**config.mk**
```make
export PLATFORM = sky130hd
export DESIGN_NAME = ordered_array_list_unit
export DESIGN_NICKNAME = d
export VERILOG_FILES = /design/src/oal_pkg.sv /design/src/oal_seq.sv /design/src/ordered_array_list_unit.sv
export SDC_FILE = /design/constraint.sdc
export NUM_CORES = 2
export LEC_CHECK = 0
export ABC_AREA = 1
export BUFFER_PORTS_ARGS = -buffer_cell sky130_fd_sc_hd__buf_4
export CAP_MARGIN = 10
export CORE_ASPECT_RATIO = 1.4
export CORE_MARGIN = 4
export CORE_UTILIZATION = 33
export DETAILED_ROUTE_END_ITERATION = 10
export PLACE_DENSITY = 0.54
export SETUP_SLACK_MARGIN = 0.2
export SYNTH_ARGS = -nofsm -noshare
export SYNTH_HDL_FRONTEND = slang
export SYNTH_SLANG_ARGS = --single-unit
```
**constraint.sdc**
```tcl
create_clock -name clk -period 7.27 [get_ports clk]
set_clock_uncertainty 0.15 [all_clocks]
set_input_delay 0.3635 -clock clk [delete_from_list [all_inputs] [get_ports clk]]
set_output_delay 0.3635 -clock clk [all_outputs]
set_load 0.1 [all_outputs]
```
**src/oal_pkg.sv**
```systemverilog
// Package for the ordered array list unit: request and response item types,
// operation and status codes, and the sequencer state type. No dependencies.
`timescale 1ns / 1ps
`default_nettype none

package oal_pkg;

  localparam int OAL_CAPACITY = 64;

  localparam int MODE_W  = 3;
  localparam int VALUE_W = 32;
  localparam int POS_W   = 6;
  localparam int STAT_W  = 2;
  localparam int FIDX_W  = 6;
  localparam int COUNT_W = 7;

  localparam logic [MODE_W-1:0] MODE_APPEND     = 3'd0;
  localparam logic [MODE_W-1:0] MODE_GET        = 3'd1;
  localparam logic [MODE_W-1:0] MODE_REMOVE_AT  = 3'd2;
  localparam logic [MODE_W-1:0] MODE_REMOVE_VAL = 3'd3;
  localparam logic [MODE_W-1:0] MODE_FIND       = 3'd4;
  localparam logic [MODE_W-1:0] MODE_CLEAR      = 3'd5;

  localparam logic [STAT_W-1:0] STAT_OK        = 2'd0;
  localparam logic [STAT_W-1:0] STAT_FULL      = 2'd1;
  localparam logic [STAT_W-1:0] STAT_RANGE     = 2'd2;
  localparam logic [STAT_W-1:0] STAT_NOT_FOUND = 2'd3;

  typedef struct packed {
    logic [MODE_W-1:0]         mode;
    logic signed [VALUE_W-1:0] value;
    logic [POS_W-1:0]          position;
  } oal_req_t;

  typedef struct packed {
    logic [STAT_W-1:0]         status;
    logic signed [VALUE_W-1:0] data;
    logic [FIDX_W-1:0]         found_index;
    logic [COUNT_W-1:0]        count;
  } oal_rsp_t;

  typedef enum logic [2:0] {
    ST_IDLE,
    ST_GET,
    ST_SCAN,
    ST_SHIFT,
    ST_FINISH
  } oal_state_t;

endpackage

`default_nettype wire

```
**src/oal_seq.sv**
```systemverilog
// Sequencer of the ordered array list: entry memory, entry count, the read and
// write pointers and the shared compare unit that walks the stored entries.
// Depends on oal_pkg.
`timescale 1ns / 1ps
`default_nettype none

module oal_seq #(
  parameter int CAPACITY = oal_pkg::OAL_CAPACITY
) (
  input  wire              clk,
  input  wire              rst,
  input  wire              req_valid,
  output logic             req_ready,
  input  oal_pkg::oal_req_t req,
  output logic             res_valid,
  input  wire              res_ready,
  output oal_pkg::oal_rsp_t res
);
  import oal_pkg::*;

  localparam int AW   = (CAPACITY > 1) ? $clog2(CAPACITY) : 1;
  localparam int CW   = $clog2(CAPACITY + 1);
  localparam int CMPW = (CW > POS_W) ? CW : POS_W;

  logic [VALUE_W-1:0] mem [CAPACITY];
  logic [VALUE_W-1:0] rdata;

  oal_state_t state, state_next;

  logic [CW-1:0]      count;
  logic [CW-1:0]      rptr;
  logic [AW-1:0]      wptr;
  logic [AW-1:0]      pidx;
  logic               pend;
  logic               remove_op;
  logic [VALUE_W-1:0] key;
  logic [STAT_W-1:0]  res_status;
  logic [VALUE_W-1:0] res_data;
  logic [AW-1:0]      res_fidx;

  logic               we;
  logic [AW-1:0]      waddr;
  logic [VALUE_W-1:0] wdata;
  logic [AW-1:0]      raddr;

  logic accept;
  logic pos_ok;
  logic not_full;
  logic rd_more;
  logic hit;

  assign accept   = req_valid && req_ready;
  assign pos_ok   = CMPW'(req.position) < CMPW'(count);
  assign not_full = count < CW'(CAPACITY);
  assign rd_more  = rptr < count;
  assign hit      = pend && (rdata == key);

  // Entry memory: one write port, one registered read port.
  always_ff @(posedge clk) begin
    if (we) begin
      mem[waddr] <= wdata;
    end
    rdata <= mem[raddr];
  end

  always_comb begin
    state_next = state;
    case (state)
      ST_IDLE: begin
        if (accept) begin
          case (req.mode)
            MODE_GET:        state_next = pos_ok ? ST_GET : ST_FINISH;
            MODE_REMOVE_AT:  state_next = pos_ok ? ST_SHIFT : ST_FINISH;
            MODE_REMOVE_VAL: state_next = ST_SCAN;
            MODE_FIND:       state_next = ST_SCAN;
            default:         state_next = ST_FINISH;
          endcase
        end
      end
      ST_GET: state_next = ST_FINISH;
      ST_SCAN: begin
        if (hit) begin
          state_next = remove_op ? ST_SHIFT : ST_FINISH;
        end else if (!rd_more) begin
          state_next = ST_FINISH;
        end
      end
      ST_SHIFT: begin
        if (!rd_more && !pend) begin
          state_next = ST_FINISH;
        end
      end
      ST_FINISH: begin
        if (res_ready) begin
          state_next = ST_IDLE;
        end
      end
      default: state_next = ST_IDLE;
    endcase
  end

  always_comb begin
    req_ready = 1'b0;
    res_valid = 1'b0;
    we        = 1'b0;
    waddr     = wptr;
    wdata     = rdata;
    raddr     = AW'(rptr);
    case (state)
      ST_IDLE: begin
        req_ready = 1'b1;
        raddr     = AW'(req.position);
        waddr     = AW'(count);
        wdata     = req.value;
        we        = req_valid && (req.mode == MODE_APPEND) && not_full;
      end
      ST_SHIFT: begin
        // The word read in the previous cycle lands one place lower.
        we = pend;
      end
      ST_FINISH: res_valid = 1'b1;
      default: ;
    endcase
  end

  always_ff @(posedge clk) begin
    if (rst) begin
      state <= ST_IDLE;
      count <= '0;
      pend  <= 1'b0;
    end else begin
      state <= state_next;
      case (state)
        ST_IDLE: begin
          if (accept) begin
            res_data   <= '0;
            res_fidx   <= '0;
            key        <= req.value;
            remove_op  <= (req.mode == MODE_REMOVE_VAL);
            pend       <= 1'b0;
            case (req.mode)
              MODE_APPEND: begin
                res_status <= not_full ? STAT_OK : STAT_FULL;
                rptr       <= '0;
                if (not_full) begin
                  count <= count + 1'b1;
                end
              end
              MODE_GET: begin
                res_status <= pos_ok ? STAT_OK : STAT_RANGE;
                rptr       <= '0;
              end
              MODE_REMOVE_AT: begin
                res_status <= pos_ok ? STAT_OK : STAT_RANGE;
                rptr       <= CW'(req.position) + 1'b1;
                wptr       <= AW'(req.position);
              end
              MODE_CLEAR: begin
                res_status <= STAT_OK;
                rptr       <= '0;
                count      <= '0;
              end
              default: begin
                res_status <= STAT_OK;
                rptr       <= '0;
              end
            endcase
          end
        end
        ST_GET: res_data <= rdata;
        ST_SCAN: begin
          if (hit) begin
            res_fidx <= pidx;
            // Start the shift at the match; the read still in flight is dropped.
            rptr <= CW'(pidx) + 1'b1;
            wptr <= pidx;
            pend <= 1'b0;
          end else begin
            if (!rd_more) begin
              res_status <= STAT_NOT_FOUND;
            end else begin
              rptr <= rptr + 1'b1;
            end
            pend <= rd_more;
            pidx <= AW'(rptr);
          end
        end
        ST_SHIFT: begin
          if (rd_more) begin
            rptr <= rptr + 1'b1;
          end
          if (pend) begin
            wptr <= wptr + 1'b1;
          end
          pend <= rd_more;
          if (!rd_more && !pend) begin
            count <= count - 1'b1;
          end
        end
        default: ;
      endcase
    end
  end

  assign res.status      = res_status;
  assign res.data        = res_data;
  assign res.found_index = FIDX_W'(res_fidx);
  assign res.count       = COUNT_W'(count);

endmodule

`default_nettype wire

```
**src/ordered_array_list_unit.sv**
```systemverilog
// Ordered array list unit: one request item in, one response item out.
// Append, clear, unused modes and a refused get or remove walk no entries. Get reads one;
// find walks up to a match; remove at a position shifts the entries above it down; remove
// by value walks to the match, then shifts the rest. Entries are walked one per cycle.
// A new item is taken while the previous response still waits in its register.
// Reset (synchronous) empties the list; entry contents are not cleared.
`timescale 1ns / 1ps
`default_nettype none

module ordered_array_list_unit #(
  parameter int CAPACITY = oal_pkg::OAL_CAPACITY
) (
  input  wire               clk,
  input  wire               rst,
  input  wire               req_valid,
  output logic              req_ready,
  input  oal_pkg::oal_req_t req,
  output logic              rsp_valid,
  input  wire               rsp_ready,
  output oal_pkg::oal_rsp_t rsp
);
  import oal_pkg::*;

  oal_rsp_t res;
  logic     res_valid;
  logic     res_ready;

  oal_seq #(
    .CAPACITY(CAPACITY)
  ) u_seq (
    .clk      (clk),
    .rst      (rst),
    .req_valid(req_valid),
    .req_ready(req_ready),
    .req      (req),
    .res_valid(res_valid),
    .res_ready(res_ready),
    .res      (res)
  );

  assign res_ready = !rsp_valid || rsp_ready;

  always_ff @(posedge clk) begin
    if (rst) begin
      rsp_valid <= 1'b0;
    end else if (res_valid && res_ready) begin
      rsp_valid <= 1'b1;
    end else if (rsp_ready) begin
      rsp_valid <= 1'b0;
    end
  end

  always_ff @(posedge clk) begin
    if (res_valid && res_ready) begin
      rsp <= res;
    end
  end

endmodule

`default_nettype wire

```
; Word-level counts from Yosys, hierarchy flattened
; Memory sizes are Yosys's and may differ from the RTL's. A register that Yosys moved wholly into a read port is not among the register bits.
; Index checks and enable logic that the tools add are counted.
[totals]
register_bits = 151
in_bits = 45
latchBits = 0
mem_count = 1
ram_bits = 2048
romBits = 0
[classes]
reduce_logical = 29
n_mux = 49
div_mod_pow = 0
n_bitwise = 2
multipliers = 0
magnitude_cmp = 3
n_shift = 0
eq_ne = 21
n_addsub = 6
[mem_list]
columns = name, words, word_bits, read_ports, rd_clocked_by_memory_dff, write_ports, line
row1 = u_seq.mem, 64, 32, 1, 1, 1, oal_seq.sv:25  ; logic [VALUE_W-1:0] mem [CAPACITY];
[op_table]
columns = op, n
row1 = $mux 32, 2
row2 = $pmux 32 s2, 1
row3 = $mux 7, 7
row4 = $mux 6, 7
row5 = $eq 32x32->1, 1
row6 = $pmux 7 s2, 2
row7 = $mux 3, 8
row8 = $pmux 7 s3, 1
row9 = $pmux 6 s3, 1
row10 = $pmux 3 s5, 1
row11 = $add 6x1->7 const B, 2
row12 = $add 7x1->7 const B, 2
row13 = $eq 3x2->1 const B, 4
row14 = $pmux 6 s2, 1
row15 = $reduce_and 3->1, 4
row16 = $ne 2x1->1 const B, 5
row17 = $reduce_and 5->1, 2
row18 = $eq 3x3->1 const B, 3
row19 = $mux 1, 9
row20 = $pmux 3 s3, 1
row21 = $mux 2, 4
row22 = $pmux 2 s2, 2
row23 = $reduce_and 4->1, 2
row24 = $reduce_bool 2->1, 4
row25 = other kinds (20), 34

; Depth between registers and ports, before layout
[depth]
depth_word = 6
depth_mapped = 15

; Modules after synthesis
; A second synthesis with hierarchy kept.
[hier_totals]
cells_unflattened = 7708
area_unflattened_um2 = 92842.8
[by_module_without_submodules]
columns = mod, cells_per_inst, seq_area_each_um2, area_each_um2, instances
row1 = oal_seq, 7655, 65122.5, 91383.9, 1
row2 = ordered_array_list_unit, 53, 1431.4, 1458.9, 1

; Worst setup path before layout
; No wires, ideal clock.
[synth_timing]
path_kind = flip-flop to flip-flop
from = reg u_seq.state[2]
to = mem u_seq.mem[42][0], enable pin
setup_ps = 502
required_time_ps = 6618
path_slack_ps = 2056
stages_incl_launch_ff = 10
n_path_buf = 2
arrival_ps = 4562
cell_sequence = dfxtp_1 > nor2_4 > nand2_4 > buf_2 > buf_2 > nand2_1 > o21ai_1 > nor2_1 > nand3_1 > nor4_1
[synth_via]
elab_chain_cells = 4
word_cells_on_any_way = 6
[synth_lines]
columns = element, line
row1 = from (decl), oal_seq.sv:28  ; oal_state_t state, state_next;
row2 = from (signal assigned), oal_seq.sv:132  ; state <= state_next;
row3 = $eq 3x2->1 or $logic_not 3->1 (tied branches), oal_seq.sv:109  ; case (state)
row4 = $pmux 1 s2, oal_seq.sv:109
row5 = $mux 1, oal_seq.sv:60  ; if (we) begin
row6 = $mux 1 (implied by the code), oal_seq.sv:61  ; mem[waddr] <= wdata;
row7 = to (decl), oal_seq.sv:25
; Parallel ways exist; a longest one is shown, timed or not.

; Worst setup path after layout
[layout_timing]
from = reg u_seq.state[2]
to = mem u_seq.mem[29][6], enable pin
; The elaborated chain is that of the path after synthesis.

==> impl_metrics.json <==
{
  "share_seq_of_total_power_pct": 43.2,
  "clock-sinks": 2231,
  "swShare_pct": 35.38,
  "grt_use_total_pct": 18.44,
  "grt_pass1_vias": 57650,
  "via_count": 59840,
  "coreArea_um2": 280000,
  "clock_path_buffers": 4,
  "placed_cell_area_um2": 98280,
  "grt_setup_unrepaired": "no",
  "crit_top_cell": "nor2_4",
  "peakVddDrop_mv": 0.2918,
  "fillers": 26590,
  "power.net_switching_uw": 13070,
  "die-area_um2": 289600,
  "hpwl_um": 154100,
  "cp_slowest_cell": "nor2_4",
  "synth_edf_count": 2187,
  "drtIter0Drc": 5492,
  "yosysWarnings": 0,
  "ant_nets": 0,
  "critPathArrivalTime_ns": 4.96,
  "die_w_um": 456.0,
  "antenna_found_initial": 2,
  "layoutNonFillerInstCount": 11820,
  "post-route-period-util_pct": 63.40,
  "crit_type": "register to register",
  "grt_max_degree": 223,
  "nets": 7998,
  "yosys-top-cells-area": "edfxtp_1 (71%), nand2_1 (8.5%), nand3_1 (5.9%)",
  "status": "finished, final reports clean",
  "clk_pin_slew_worst_paths_ns": 0.07,
  "seq_area_frac_synth_pct": 71.78,
  "cts_buffers": 205,
  "clk_latency_ns": 0.89,
  "syn_nets": 7948,
  "crit_path_start_kind": "register",
  "crit_chain": "nor2_4 -> nand2_4 -> o21ai_0 -> nand3_1 -> nor2_4 -> buf_4",
  "synth_common_cells": "edfxtp_1 (2187), nand2_1 (2089), nand3_1 (1091), inv_1 (957), o211ai_1 (696)",
  "maxSlewHeadroom_pct": 18.32,
  "finish.utilization_pct": 37.63,
  "port-buffer-count": 93,
  "cts_tree": "yes",
  "pwr-share-clk_pct": 28.9,
  "synthFlopType": "edfxtp_1",
  "slew_viol_final": 0,
  "clockRootBuffer": "clkbuf_16",
  "num_rows": 230,
  "max_clock_freq_mhz": 217.0,
  "drive_gt1_share_pct": 8.369,
  "p_per_area_nw_per_um2": 350.6,
  "htree_levels": 4,
  "top_level_ports": 94,
  "route.detailed.drc": 0,
  "finalSetupTns_ns": 0,
  "synthesis.area_um2": 92720,
  "yosysTopAreaCellShare_pct": 70.83,
  "vias_per_cell": 5.063,
  "p_leak_uw": 0.03866,
  "synth_area_leader_cell": "edfxtp_1",
  "overflow": 0,
  "min_path_type": "input port to register",
  "cts_setup_buffers": 0,
  "max_slew.worst_pin.slew_ns": 1.225,
  "setup_viol": 0,
  "maxCapViolations": 0,
  "endpoint_kind": "register",
  "path_max_fanout": 28,
  "synthToLayoutAreaGrowth_pct": 13.65,
  "place_inst": 11390,
  "initial_core_util_pct": 33.11,
  "grt_pass1_wl_um": 400100,
  "synthDistinctLibCells": 37,
  "crit_path_max_incr_delay_ns": 0.97,
  "cp.required_ns": 7.62,
  "syn_avg_cell_area_um2": 11.76,
  "power.internal_uw": 23870,
  "synth-seq-cells": 2231,
  "first_pass_iters": 8,
  "yosysMostFrequentCell": "edfxtp_1",
  "power_frac_comb_pct": 27.9,
  "finalHoldViolations": 0,
  "final_area_um2": 105400,
  "routed_wl_um": 276700,
  "gp_congestion": 0.8974,
  "wl_per_cell_um": 23.42,
  "async_reset_ff_share_pct": 0,
  "die_h_um": 635.2,
  "syn_inst": 7886,
  "cts_resized": 0,
  "min_period_ns": 4.609
}
## layout make-up
class,count,area (um2),area share (%)
diodes,4,10.01,0.009499
multi-input cells,4232,21320,20.23
flip-flops and latches,2231,66550,63.16
inverters,965,3652,3.466
well taps,3712,4644,4.408
clock buffers,267,5567,5.283
repair buffers,301,2693,2.555
clock inverters,105,933.4,0.8858
## worst paths after layout
check	from	slack (ns)	cells past startpoint	end
setup / recovery	u_seq.state[2]	2.66	6	u_seq.mem[29][6]
hold / removal	req[36]	0.10	2	u_seq.key[30]
setup reg to reg	u_seq.state[2]	2.66	6	u_seq.mem[29][6]
hold reg to reg	u_seq.res_data[28]	0.27	0	rsp[41]
## worst max-delay path: cells and delay by family (launching register included)
family	cells	cell delay, ns
AND/OR/NAND/NOR	4	2.29
AO/OA/AOI/OAI	1	0.93
buffers and inverters	1	0.45
flip-flops	1	0.36
## power by group through the flow
stage	combinational, uW	clock, uW	sequential (uW)
finish	10300	10700	16000
floorplan	5740	0	16500
global route	11100	11400	16000
CTS	10300	10900	16000
detailed placement	10300	0	16200
global placement	10200	0	16200
## metal layers
layer	GRT usage [%]	share of wire (%)	vias to the layer above
li1	-	-	27550
met1	22.55	39	29740
met2	32.41	50	2041
met3	2.092	5.5	500
met4	8.843	5.4	0
met5	0	0	-
## registers in the layout (all words and copies together) (netlist names)
name and count:
u_seq.mem 2048, rsp 47, u_seq.key 32, u_seq.rdata 32, u_seq.res_data 32, u_seq.count 7, u_seq.rptr 7, u_seq.pidx 6
u_seq.res_fidx 6, u_seq.wptr 6, u_seq.state 3, u_seq.res_status 2, rsp_valid 1, u_seq.pend 1, u_seq.remove_op 1
## repair_timing
item | in CTS | in global routing
hold buffers | 49 | 0
setup endpoints to repair | 0 | 0
hold endpoints to repair | 95 | 0
## metrics by stage
| step | hold slack (ns) | setup slack [ns] | power [uW] |
|---|---|---|---|
| after floorplan | 0.2503 | 2.056 | 22250 |
| after global placement | 0.2523 | 2.763 | 26400 |
| after detailed placement | 0.2545 | 2.751 | 26500 |
| after CTS | 0.04489 | 2.686 | 37130 |
| after global routing | 0.07894 | 2.517 | 38420 |
| final | 0.1032 | 2.661 | 36950 |
## kinds of logic (layout without fill, tap and decap cells)
kind of cell / after synthesis / after routing / share of synthesized area, %
xor gates and xnor gates: 20 / 20 / 0.1889
DFF: 2231 / 2231 / 71.78
and+or+nand+nor: 3394 / 3394 / 15.35
buffers and inverters: 1423 / 1638 / 6.200
other: 0 / 4 / 0
AOI/OAI and AO/OA: 801 / 801 / 6.251
adders and majority gates: 17 / 17 / 0.2294
## cell usage in the layout (no fill, tap or decap), types with 4 or more instances in the layout
cell type / n
edfxtp_1: 2187
nand2_1: 2089
nand3_1: 1091
inv_1: 955
o211ai_1: 696
buf_4: 229
clkbuf_16: 208
nor2_1: 103
nor2_4: 63
clkinv_2: 50
dlygate4sd3_1: 49
clkbuf_1: 45
dfxtp_1: 44
o21ai_4: 37
clkinv_1: 29
a21oi_1: 27
o21ai_0: 23
buf_12: 20
ha_1: 17
bufinv_16: 16
nand4_1: 14
clkbuf_8: 14
xor2_1: 11
nor3_1: 10
xnor2_1: 9
or2_2: 9
nand3b_1: 6
inv_2: 5
inv_6: 5
a211oi_1: 5
diode_2: 4
inv_8: 4
No activity file was read; power rests on OpenSTA's default activity.
